## src/rtl/core/stp_pm_pkg.sv

```systemverilog
// Package: types and constants shared by the port protocol migration machine.
package stp_pm_pkg;

    localparam int DELAY_W = 8;
    localparam int FV_W    = 2;

    localparam logic [FV_W-1:0]    FORCE_VERSION_RST = 2'd2;
    localparam logic [DELAY_W-1:0] MIGRATE_TIME_RST  = 8'd3;
    localparam logic [FV_W-1:0]    FV_RSTP_MIN       = 2'd2;

    localparam int IN_TDATA_W  = 8;
    localparam int OUT_TDATA_W = 16;
    localparam int APB_ADDR_W  = 3;
    localparam int APB_DATA_W  = 32;

    typedef enum logic [0:0] {
        REG_FORCE_VERSION = 1'b0,
        REG_MIGRATE_TIME  = 1'b1
    } reg_sel_t;

    typedef enum logic [2:0] {
        PM_INIT         = 3'd0,
        PM_SEND_RSTP    = 3'd1,
        PM_SENDING_RSTP = 3'd2,
        PM_SEND_STP     = 3'd3,
        PM_SENDING_STP  = 3'd4
    } pm_mode_t;

    typedef struct packed {
        pm_mode_t           mode;
        logic               init_flag;
        logic               mcheck_flag;
        logic               rstp_tx_flag;
        logic               stp_seen_flag;
        logic               rstp_seen_flag;
        logic [DELAY_W-1:0] delay_timer;
    } pm_state_t;

    typedef struct packed {
        logic tick;
        logic got_rstp_bpdu;
        logic got_stp_bpdu;
        logic set_mcheck;
        logic port_enabled;
        logic begin_req;
    } pm_in_t;

    typedef struct packed {
        logic [FV_W-1:0]    force_version;
        logic [DELAY_W-1:0] migrate_time;
    } pm_cfg_t;

endpackage

```

## src/rtl/core/stp_port_protocol_migration_fsm_unit.sv

```systemverilog
// Top level of the spanning-tree port protocol migration machine.
// Each accepted input word passes the input register, then the result register.
// Throughput: one word per cycle unless m_tready stalls the output, set by the
// single pass of four chained transition hops between the two registers.
// Reset: machine returns to init with initPm set, timer and flags cleared;
// force_version resets to 2 and migrate_time to 3; no word is held.
module stp_port_protocol_migration_fsm_unit
    import stp_pm_pkg::*;
(
    input  logic                   clk,
    input  logic                   rst_n,
    input  logic                   s_tvalid,
    output logic                   s_tready,
    // begin_req, port_enabled, set_mcheck, got_stp_bpdu, got_rstp_bpdu, tick
    input  logic [IN_TDATA_W-1:0]  s_tdata,
    output logic                   m_tvalid,
    input  logic                   m_tready,
    // state_code[2:0], rstp_tx, init_pending, mcheck_pending, delay_left[7:0]
    output logic [OUT_TDATA_W-1:0] m_tdata,
    input  logic                   psel,
    input  logic                   penable,
    input  logic                   pwrite,
    input  logic [APB_ADDR_W-1:0]  paddr,
    input  logic [APB_DATA_W-1:0]  pwdata,
    output logic [APB_DATA_W-1:0]  prdata,
    output logic                   pready
);

    pm_cfg_t   cfg;
    pm_in_t    in_data_reg;
    logic      in_valid_reg;
    logic      out_valid_reg;
    pm_state_t out_data_reg;
    pm_state_t result;
    logic      advance;
    logic      in_take;

    stp_pm_cfg u_cfg
    (
        .clk     (clk),
        .rst_n   (rst_n),
        .psel    (psel),
        .penable (penable),
        .pwrite  (pwrite),
        .paddr   (paddr),
        .pwdata  (pwdata),
        .prdata  (prdata),
        .pready  (pready),
        .cfg     (cfg)
    );

    assign advance  = in_valid_reg && (!out_valid_reg || m_tready);
    assign s_tready = !in_valid_reg || advance;
    assign in_take  = s_tvalid && s_tready;

    always_ff @(posedge clk or negedge rst_n)
    begin
        if (!rst_n)
        begin
            in_valid_reg  <= 1'b0;
            out_valid_reg <= 1'b0;
        end
        else
        begin
            in_valid_reg <= in_take || (in_valid_reg && !advance);
            if (advance)
            begin
                out_valid_reg <= 1'b1;
            end
            else if (m_tready)
            begin
                out_valid_reg <= 1'b0;
            end
        end
    end

    always_ff @(posedge clk)
    begin
        if (in_take)
        begin
            in_data_reg.begin_req     <= s_tdata[0];
            in_data_reg.port_enabled  <= s_tdata[1];
            in_data_reg.set_mcheck    <= s_tdata[2];
            in_data_reg.got_stp_bpdu  <= s_tdata[3];
            in_data_reg.got_rstp_bpdu <= s_tdata[4];
            in_data_reg.tick          <= s_tdata[5];
        end
        if (advance)
        begin
            out_data_reg <= result;
        end
    end

    stp_pm_core u_core
    (
        .clk     (clk),
        .rst_n   (rst_n),
        .advance (advance),
        .item    (in_data_reg),
        .cfg     (cfg),
        .result  (result)
    );

    assign m_tvalid = out_valid_reg;
    assign m_tdata  = {2'b00,
                       out_data_reg.delay_timer,
                       out_data_reg.mcheck_flag,
                       out_data_reg.init_flag,
                       out_data_reg.rstp_tx_flag,
                       3'(out_data_reg.mode)};

endmodule

```

## src/rtl/core/stp_pm_cfg.sv

```systemverilog
// APB register block holding force_version and migrate_time.
module stp_pm_cfg
    import stp_pm_pkg::*;
(
    input  logic                  clk,
    input  logic                  rst_n,
    input  logic                  psel,
    input  logic                  penable,
    input  logic                  pwrite,
    input  logic [APB_ADDR_W-1:0] paddr,
    input  logic [APB_DATA_W-1:0] pwdata,
    output logic [APB_DATA_W-1:0] prdata,
    output logic                  pready,
    output pm_cfg_t               cfg
);

    pm_cfg_t  cfg_reg;
    pm_cfg_t  cfg_next;
    reg_sel_t sel;
    logic     wr_en;

    assign pready = 1'b1;
    assign sel    = reg_sel_t'(paddr[2]);
    assign wr_en  = psel && penable && pwrite && pready;

    always_comb
    begin
        cfg_next = cfg_reg;
        if (wr_en)
        begin
            unique case (sel)
                REG_FORCE_VERSION: cfg_next.force_version = pwdata[FV_W-1:0];
                REG_MIGRATE_TIME:  cfg_next.migrate_time  = pwdata[DELAY_W-1:0];
                default:           cfg_next = cfg_reg;
            endcase
        end
    end

    always_ff @(posedge clk or negedge rst_n)
    begin
        if (!rst_n)
        begin
            cfg_reg.force_version <= FORCE_VERSION_RST;
            cfg_reg.migrate_time  <= MIGRATE_TIME_RST;
        end
        else
        begin
            cfg_reg <= cfg_next;
        end
    end

    always_comb
    begin
        unique case (sel)
            REG_FORCE_VERSION: prdata = {{(APB_DATA_W-FV_W){1'b0}}, cfg_reg.force_version};
            REG_MIGRATE_TIME:  prdata = {{(APB_DATA_W-DELAY_W){1'b0}}, cfg_reg.migrate_time};
            default:           prdata = '0;
        endcase
    end

    assign cfg = cfg_reg;

endmodule

```

## src/rtl/core/stp_pm_hop.sv

```systemverilog
// One transition of the migration machine with its entry actions.
module stp_pm_hop
    import stp_pm_pkg::*;
(
    input  pm_state_t cur,
    input  logic      enabled,
    input  pm_cfg_t   cfg,
    output pm_state_t nxt
);

    pm_mode_t target;
    logic     take;
    logic     seen;
    logic     rstp_ok;
    logic     timer_zero;

    assign seen       = cur.stp_seen_flag || cur.rstp_seen_flag;
    assign rstp_ok    = cfg.force_version >= FV_RSTP_MIN;
    assign timer_zero = cur.delay_timer == '0;

    // Next state.
    always_comb
    begin
        target = cur.mode;
        take   = 1'b0;
        if (!enabled && !cur.init_flag)
        begin
            target = PM_INIT;
            take   = 1'b1;
        end
        else
        begin
            unique case (cur.mode)
                PM_INIT:
                begin
                    if (enabled)
                    begin
                        target = rstp_ok ? PM_SEND_RSTP : PM_SEND_STP;
                        take   = 1'b1;
                    end
                end
                PM_SEND_RSTP:
                begin
                    target = PM_SENDING_RSTP;
                    take   = 1'b1;
                end
                PM_SENDING_RSTP:
                begin
                    priority if (cur.mcheck_flag)
                    begin
                        target = PM_SEND_RSTP;
                        take   = 1'b1;
                    end
                    else if (!timer_zero && seen)
                    begin
                        target = PM_SENDING_RSTP;
                        take   = 1'b1;
                    end
                    else if (timer_zero && cur.stp_seen_flag)
                    begin
                        target = PM_SEND_STP;
                        take   = 1'b1;
                    end
                    else if (!rstp_ok)
                    begin
                        target = PM_SEND_STP;
                        take   = 1'b1;
                    end
                    else
                    begin
                        take = 1'b0;
                    end
                end
                PM_SEND_STP:
                begin
                    target = PM_SENDING_STP;
                    take   = 1'b1;
                end
                PM_SENDING_STP:
                begin
                    priority if (cur.mcheck_flag)
                    begin
                        target = PM_SEND_RSTP;
                        take   = 1'b1;
                    end
                    else if (!timer_zero && seen)
                    begin
                        target = PM_SENDING_STP;
                        take   = 1'b1;
                    end
                    else if (timer_zero && cur.rstp_seen_flag)
                    begin
                        target = PM_SEND_RSTP;
                        take   = 1'b1;
                    end
                    else
                    begin
                        take = 1'b0;
                    end
                end
                default:
                begin
                    target = PM_INIT;
                    take   = 1'b1;
                end
            endcase
        end
    end

    // Entry actions.
    always_comb
    begin
        nxt = cur;
        if (take)
        begin
            nxt.mode = target;
            unique case (target)
                PM_INIT:
                begin
                    nxt.init_flag   = 1'b1;
                    nxt.mcheck_flag = 1'b0;
                end
                PM_SEND_RSTP:
                begin
                    nxt.delay_timer  = cfg.migrate_time;
                    nxt.mcheck_flag  = 1'b0;
                    nxt.init_flag    = 1'b0;
                    nxt.rstp_tx_flag = 1'b1;
                end
                PM_SEND_STP:
                begin
                    nxt.delay_timer  = cfg.migrate_time;
                    nxt.rstp_tx_flag = 1'b0;
                    nxt.init_flag    = 1'b0;
                end
                default:
                begin
                    nxt.stp_seen_flag  = 1'b0;
                    nxt.rstp_seen_flag = 1'b0;
                end
            endcase
        end
    end

endmodule

```

## src/rtl/core/stp_pm_core.sv

```systemverilog
// Machine state register: flag latch, timer count-down and four chained hops.
module stp_pm_core
    import stp_pm_pkg::*;
(
    input  logic      clk,
    input  logic      rst_n,
    input  logic      advance,
    input  pm_in_t    item,
    input  pm_cfg_t   cfg,
    output pm_state_t result
);

    localparam int HOPS = 4;

    pm_state_t state_reg;
    pm_state_t state_next;
    pm_state_t latched;
    pm_state_t chain [HOPS+1];

    // Latch requests, count the timer down.
    always_comb
    begin
        latched = state_reg;
        if (item.set_mcheck)
        begin
            latched.mcheck_flag = 1'b1;
        end
        if (item.got_stp_bpdu)
        begin
            latched.stp_seen_flag = 1'b1;
        end
        if (item.got_rstp_bpdu)
        begin
            latched.rstp_seen_flag = 1'b1;
        end
        if (item.tick && state_reg.delay_timer != '0)
        begin
            latched.delay_timer = state_reg.delay_timer - DELAY_W'(1);
        end
    end

    assign chain[0] = latched;

    for (genvar h = 0; h < HOPS; h++)
    begin : g_hop
        stp_pm_hop u_hop
        (
            .cur     (chain[h]),
            .enabled (item.port_enabled),
            .cfg     (cfg),
            .nxt     (chain[h+1])
        );
    end

    always_comb
    begin
        state_next = chain[HOPS];
        if (item.begin_req)
        begin
            state_next             = latched;
            state_next.mode        = PM_INIT;
            state_next.init_flag   = 1'b1;
            state_next.mcheck_flag = 1'b0;
        end
    end

    always_ff @(posedge clk or negedge rst_n)
    begin
        if (!rst_n)
        begin
            state_reg.mode           <= PM_INIT;
            state_reg.init_flag      <= 1'b1;
            state_reg.mcheck_flag    <= 1'b0;
            state_reg.rstp_tx_flag   <= 1'b0;
            state_reg.stp_seen_flag  <= 1'b0;
            state_reg.rstp_seen_flag <= 1'b0;
            state_reg.delay_timer    <= '0;
        end
        else if (advance)
        begin
            state_reg <= state_next;
        end
    end

    assign result = state_next;

endmodule
```

## config.mk

```make
export PLATFORM = sky130hd
export DESIGN_NAME = stp_port_protocol_migration_fsm_unit
export DESIGN_NICKNAME = d
export VERILOG_FILES = /design/src/rtl/core/stp_pm_pkg.sv /design/src/rtl/core/stp_port_protocol_migration_fsm_unit.sv /design/src/rtl/core/stp_pm_cfg.sv /design/src/rtl/core/stp_pm_hop.sv /design/src/rtl/core/stp_pm_core.sv
export SDC_FILE = /design/constraint.sdc
export NUM_CORES = 1
export LEC_CHECK = 0
export ABC_AREA = 1
export ABC_CLOCK_PERIOD_IN_PS = 10100
export BUFFER_PORTS_ARGS = -buffer_cell sky130_fd_sc_hd__buf_2
export CAP_MARGIN = 10
export CORE_AREA = 2 2 94 96
export DETAILED_ROUTE_END_ITERATION = 10
export DIE_AREA = 0 0 96 98
export GPL_TIMING_DRIVEN = 0
export HOLD_SLACK_MARGIN = 0.05
export PLACE_DENSITY = 0.76
export SYNTH_ARGS = -nofsm -noshare
export SYNTH_HDL_FRONTEND = slang
export SYNTH_HIERARCHICAL = 1
export SYNTH_SLANG_ARGS = --single-unit
```

## constraint.sdc

```tcl
create_clock -name clk -period 10.1 [get_ports clk]
set_input_delay 1.515 -clock clk [delete_from_list [all_inputs] [get_ports clk]]
set_output_delay 1.515 -clock clk [all_outputs]
set_load 0.005 [all_outputs]
```

==> impl_metrics.json, run 1 <==
{
  "die_y_um": 98,
  "timing.final.crit_share_pct": 64.93,
  "multiInputGateArea_um2": 2394,
  "rsz0062_at_grt": "no",
  "largest_reg_flops": 14,
  "grt_max_degree": 29,
  "grt_pass1_wl_um": 17300,
  "cap_violations": 0,
  "io_pins": 101,
  "status": "finished, final reports clean",
  "hp-class": "reg2reg",
  "dpl.hpwl_um": 7872,
  "cp_max_fo": 12,
  "ctsHoldBuffers": 0,
  "synth-warning-count": 6,
  "postRouteAntennaNets": 0,
  "grt-ovfl-total": 0,
  "cts_made_buffers": 5,
  "wirelength_um": 10110,
  "critPathKind": "reg2reg",
  "grt_usage_pct": 22.61,
  "route.detailed.drc": 0,
  "whs_ns": 0.4858,
  "via_per_inst": 5.076,
  "worstMarginPinSlew_ns": 0.6698,
  "coreArea_um2": 8466,
  "max_clock_freq_ghz": 0.1525,
  "slowest_delay_ns": 0.42,
  "worst_skew_pair.late_latency_ns": 0.30,
  "worstPathArrival_ns": 6.62,
  "fillerInstances": 800,
  "worst_setup_path_start_kind": "register",
  "slowest_stage": "dfrtp_1",
  "grt_pass1_vias": 3909,
  "start_util_pct": 49.54,
  "cts_max_level": 2,
  "crit_required_ns": 10.16,
  "clk_path_buf_depth": 2,
  "final_cells": 816,
  "report.final.slew_viol_count": 0,
  "n_antenna_cell": 0,
  "finalWeightedCongestion": 0.8792,
  "cpMostUsedCell": "nand2_1",
  "vias": 4142,
  "dieWidth_um": 96,
  "portBuffers": 44,
  "finalSetupViolCount": 0,
  "seq_area_um2": 1306,
  "nNetsFinal": 759,
  "antenna_found_initial": 0,
  "crit_path_end_kind": "register",
  "drive_above_1_share_pct": 24.72,
  "row_count": 34,
  "setup_tns_ns": 0,
  "clock_sinks": 48,
  "fin_crit_ns": 6.558,
  "drt-initial-drc-count": 278,
  "drt_first_pass_iters": 5,
  "clk_pin_slew_ns": 0.09,
  "crit_family": "simple AND/OR/NAND/NOR gates",
  "netlist_instances": 631,
  "avgSynthCellArea_um2": 6.647,
  "slew_headroom_pct": 55.35,
  "skew_ns": 0.004142,
  "syn_area_um2": 4194,
  "worst-path-buf-inv": 5,
  "placed_cells": 808,
  "hold_viol": 0,
  "postCtsSetupBuffers": 0,
  "cts_resized": 0,
  "clockRootBuffer": "clkbuf_8",
  "areaGrowthSynthToFinish_pct": 14.35,
  "wire_per_inst_um": 12.39,
  "die_area_um2": 9408,
  "cts_tree": "done"
}
worst reg2reg max path: cells and delay by family (launching register included):
family | cells | cell delay (ns)
adders and majority gates | 1 | 0.17
and+or+nand+nor | 56 | 5.01
DFF | 1 | 0.42
buffers and inverters | 5 | 0.74
stage by stage:
step                      utilization, %  setup WS (ns)  instance area [µm²]
final                              56.65          3.542                 4796
after global routing               56.65          2.780                 4796
after CTS                          56.65          3.663                 4796
after detailed placement           55.03          3.710                 4658
after global placement             54.80          3.853                 4639
after floorplan                        -          4.467                 4284
cell usage in the layout (no fill, tap or decap), drive strengths merged, types with 5 or more instances in the layout:
master and instances:
and2 5, edfxtp 20, nor2 58, o21ai 19
dfrtp 24, or2 13, a21oi 9, o21a 7
nand3 49, conb 27, nand2 273, nor3 8
inv 70, buf 82, clkbuf 7, nand4 9
layer usage:
metal  share of wire [%]  global-route usage (%)  vias to the layer above  wire (µm)
met4                 1.3                   5.165                        0        128
met2                  50                   39.32                      162       5007
met1                  44                   29.66                     1874       4444
li1                    -                       -                     2090          -
met3                 5.3                   2.778                       16        533
met5                   0                       0                        -          0
final timing paths:
kind / startpoint / to / slack [ns] / cells after the start
max: u_core/state_reg[0]$_DFFE_PN0P_ / m_tdata[12]$_DFFE_PP_ / 3.54 / 62
min: u_cfg/cfg[8]$_DFFE_PN0P_ / u_cfg/cfg[8]$_DFFE_PN0P_ / 0.49 / 2
max reg2reg: u_core/state_reg[0]$_DFFE_PN0P_ / m_tdata[12]$_DFFE_PP_ / 3.54 / 62
min reg2reg: u_cfg/cfg[8]$_DFFE_PN0P_ / u_cfg/cfg[8]$_DFFE_PN0P_ / 0.49 / 2
max in group asynchronous: rst_n / u_core/chain[77]$_DFFE_PN0P_ / 8.44 / 1
min in group asynchronous: rst_n / u_cfg/cfg[8]$_DFFE_PN0P_ / 1.23 / 1
layout make-up:
cell class	instances	area share (%)
multi-input cells	495	49.91
flip-flops and latches	48	27.24
plain buffers	39	6.340
inverters	73	5.922
repair buffers	45	4.905
well taps	108	2.818
clock buffers	5	1.435
clock inverters	3	1.435
Power of run 1 is left out: the tool's default activity adds up to more than one toggle a clock period on the data nets, which glitch-free logic cannot reach.
==> run 2, diff against run 1 <==
--- a/config.mk
+++ b/config.mk
@@ -5,16 +5,16 @@
 export SDC_FILE = /design/constraint.sdc
 export NUM_CORES = 1
 export LEC_CHECK = 0
-export ABC_AREA = 1
-export ABC_CLOCK_PERIOD_IN_PS = 10100
+export ABC_AREA = 0
+export ABC_CLOCK_PERIOD_IN_PS = 6300
 export BUFFER_PORTS_ARGS = -buffer_cell sky130_fd_sc_hd__buf_2
 export CAP_MARGIN = 10
-export CORE_AREA = 2 2 94 96
+export CORE_AREA = 2 2 98 100
 export DETAILED_ROUTE_END_ITERATION = 10
-export DIE_AREA = 0 0 96 98
+export DIE_AREA = 0 0 100 102
 export GPL_TIMING_DRIVEN = 0
 export HOLD_SLACK_MARGIN = 0.05
-export PLACE_DENSITY = 0.76
+export PLACE_DENSITY = 0.75
 export SYNTH_ARGS = -nofsm -noshare
 export SYNTH_HDL_FRONTEND = slang
 export SYNTH_HIERARCHICAL = 1
==> constraint.sdc (replaced) <==
create_clock -name clk -period 6.3 [get_ports clk]
set_input_delay 0.945 -clock clk [delete_from_list [all_inputs] [get_ports clk]]
set_output_delay 0.945 -clock clk [all_outputs]
set_load 0.005 [all_outputs]
==> impl_metrics.json, run 2 <==
{
  "netlist_instances": 501,
  "grt_pass1_vias": 4193,
  "clk_path_buf_depth": 2,
  "n_antenna_cell": 0,
  "rr_startpoint": "u_core/state_reg[1]$_DFFE_PN0P_",
  "rsz0062_at_grt": "yes",
  "slowest_delay_ns": 0.55,
  "row_count": 35,
  "critPathKind": "reg2reg",
  "synth_area_leader_cell": "mux2_2",
  "wire_per_inst_um": 18.96,
  "dpl.hpwl_um": 8846,
  "cp_max_fo": 5,
  "fin_crit_ns": 8.167,
  "vias": 4519,
  "netlist.area_leader.share_pct": 13.33,
  "synth-warning-count": 6,
  "avgSynthCellArea_um2": 9.108,
  "ys.flop_type": "dfrtp_1",
  "route.detailed.drc": 0,
  "grt-ovfl-total": 0,
  "status": "complete, but fails checks",
  "nNetsFinal": 685,
  "coreArea_um2": 9109,
  "place_area_um2": 5187,
  "crit_required_ns": 6.34,
  "cpMostUsedCell": "mux2_4",
  "final_cell_mix": "86 x buf_4, 45 x buf_2, 30 x mux2_4, 27 x conb_1, 25 x mux2_2",
  "drt-initial-drc-count": 470,
  "async_flop_share_pct": 58.33,
  "slowest_stage": "or4b_4",
  "cp-startpoint": "u_core/state_reg[1]$_DFFE_PN0P_",
  "layout_setup_ws_ns": -1.867,
  "timing.final.crit_share_pct": 129.6,
  "mostFrequentLayoutCell": "buf_4",
  "clk_pin_slew_ns": 0.09,
  "post-synth-top-count-cell": "mux2_2",
  "start_util_pct": 50.10,
  "utilization_pct": 67.87,
  "grt_pass1_wl_um": 20760,
  "io_pins": 101,
  "cts_tree": "done",
  "cap_violations": 0,
  "drive_above_1_share_pct": 48.90,
  "hp-class": "reg2reg",
  "postRouteAntennaNets": 0,
  "ys_ff_latch": 48,
  "synthTopCellsByCount": "54 x mux2_2, 35 x buf_4, 30 x nor2_1",
  "worstMarginPinSlew_ns": 0.8770,
  "grt_usage_pct": 25.00,
  "wirelength_um": 14120,
  "skew_ns": 0.007623,
  "dieWidth_um": 100,
  "via_per_inst": 6.066,
  "cts_made_buffers": 5,
  "syn_area_um2": 4563,
  "antenna_found_initial": 0,
  "worst_skew_pair.late_latency_ns": 0.30,
  "ctsHoldBuffers": 0,
  "slew_headroom_pct": 40.02,
  "grt_max_degree": 29,
  "crit_path_end_kind": "register",
  "cts_max_level": 2,
  "violations": "negative setup slack",
  "areaGrowthSynthToFinish_pct": 35.48,
  "clock_sinks": 48,
  "finalWeightedCongestion": 0.9689,
  "min_from": "u_core/state_reg[8]$_DFFE_PN0P_",
  "report.final.slew_viol_count": 0,
  "fillerInstances": 634,
  "yosysSeqAreaShare_pct": 28.63,
  "drt_first_pass_iters": 6,
  "hold_viol": 0,
  "whs_ns": 0.5191,
  "clockRootBuffer": "clkbuf_8",
  "max_clock_freq_ghz": 0.1224,
  "worst_setup_path_start_kind": "register",
  "finalSetupViolCount": 30,
  "ys_types": 67,
  "synth_area_leaders": "mux2_2 13%, dfrtp_1 13%, edfxtp_1 13%",
  "die_y_um": 102,
  "design_area_um2": 6182,
  "largest_reg_flops": 14,
  "worstPathArrival_ns": 8.21,
  "die_area_um2": 10200,
  "synth_edf_count": 20,
  "portBuffers": 44
}
-- run 2: cell types whose count changed in the layout (fill, tap and decap cells not counted), sizes merged, moves of 12 or more --
cell    delta
nand2b    +12
and2      +15
nor2      -28
a21boi    +12
nand3     -43
inv       -45
a21oi     +12
nor2b     +23
buf       +59
nand2    -251
mux2      +55
-- run 2: stage by stage --
step	TNS (ns)	cells	setup slack, ns
final	-48.91	745	-1.867
after CTS	-46.20	718	-1.792
after floorplan	-21.25	525	-1.072
after global placement	-61.78	680	-2.468
after detailed placement	-64.83	680	-2.603
after global routing	-55.83	745	-2.105
-- run 2: kinds of logic after synthesis --
logic type | synth area share (%)
AO/OA/AOI/OAI | 19.22
XOR/XNOR | 0.9596
adder cells (fa/ha/maj) | 0.5483
buffers and inverters | 9.953
flip-flops | 28.63
multiplexers | 15.55
other | 0.2468
AND/OR/NAND/NOR | 24.90
-- run 2: worst max-delay path, delay by kind of cell, from the launching register on --
kind,cells,cell delay [ns]
simple gates,12,3.42
compound gates,10,1.64
mux,4,1.34
buf+inv,7,1.09
flops,1,0.43
-- run 2: worst paths after layout --
kind / endpoint / slack, ns / cells after the start
setup / recovery: m_tdata[6]$_DFFE_PP_ / -1.87 / 33
hold / removal: u_core/state_reg[8]$_DFFE_PN0P_ / 0.52 / 1
setup reg to reg: m_tdata[6]$_DFFE_PP_ / -1.87 / 33
hold reg to reg: u_core/state_reg[8]$_DFFE_PN0P_ / 0.52 / 1
max in group asynchronous: u_core/state_reg[0]$_DFFE_PN0P_ / 5.15 / 1
min in group asynchronous: u_core/state_reg[7]$_DFFE_PN0P_ / 0.68 / 1
-- run 2: per-layer routing --
layer / vias to the layer above / global-route usage (%) / part of all wire [%]
li1: 2071 / - / -
met1: 2161 / 32.02 / 39
met2: 238 / 44.80 / 51
met3: 49 / 2.462 / 6.5
met4: 0 / 7.798 / 2.9
met5: - / 0 / 0
-- run 2: area by class of cell --
type,instances,area (µm²),area share (%)
Multi-Input combinational cell,397,3467,56.08
Clock inverter,2,38.79,0.6274
Inverter,25,107.6,1.741
Tap cell,111,138.9,2.247
Sequential cell,48,1308,21.15
Buffer,53,359.1,5.809
Clock buffer,6,82.58,1.336
Timing Repair inverter,3,21.27,0.3441
Timing Repair Buffer,100,659.4,10.67
-- run 2: timing repair --
item / 4_1_cts / 5_1_grt
pin swaps: 24 / 32
gates resized for setup: 56 / 70
setup buffers: 29 / 27
gates cloned: 3 / 0
endpoints found under the setup margin: 30 / 30
Power of run 2 is left out for the same reason.
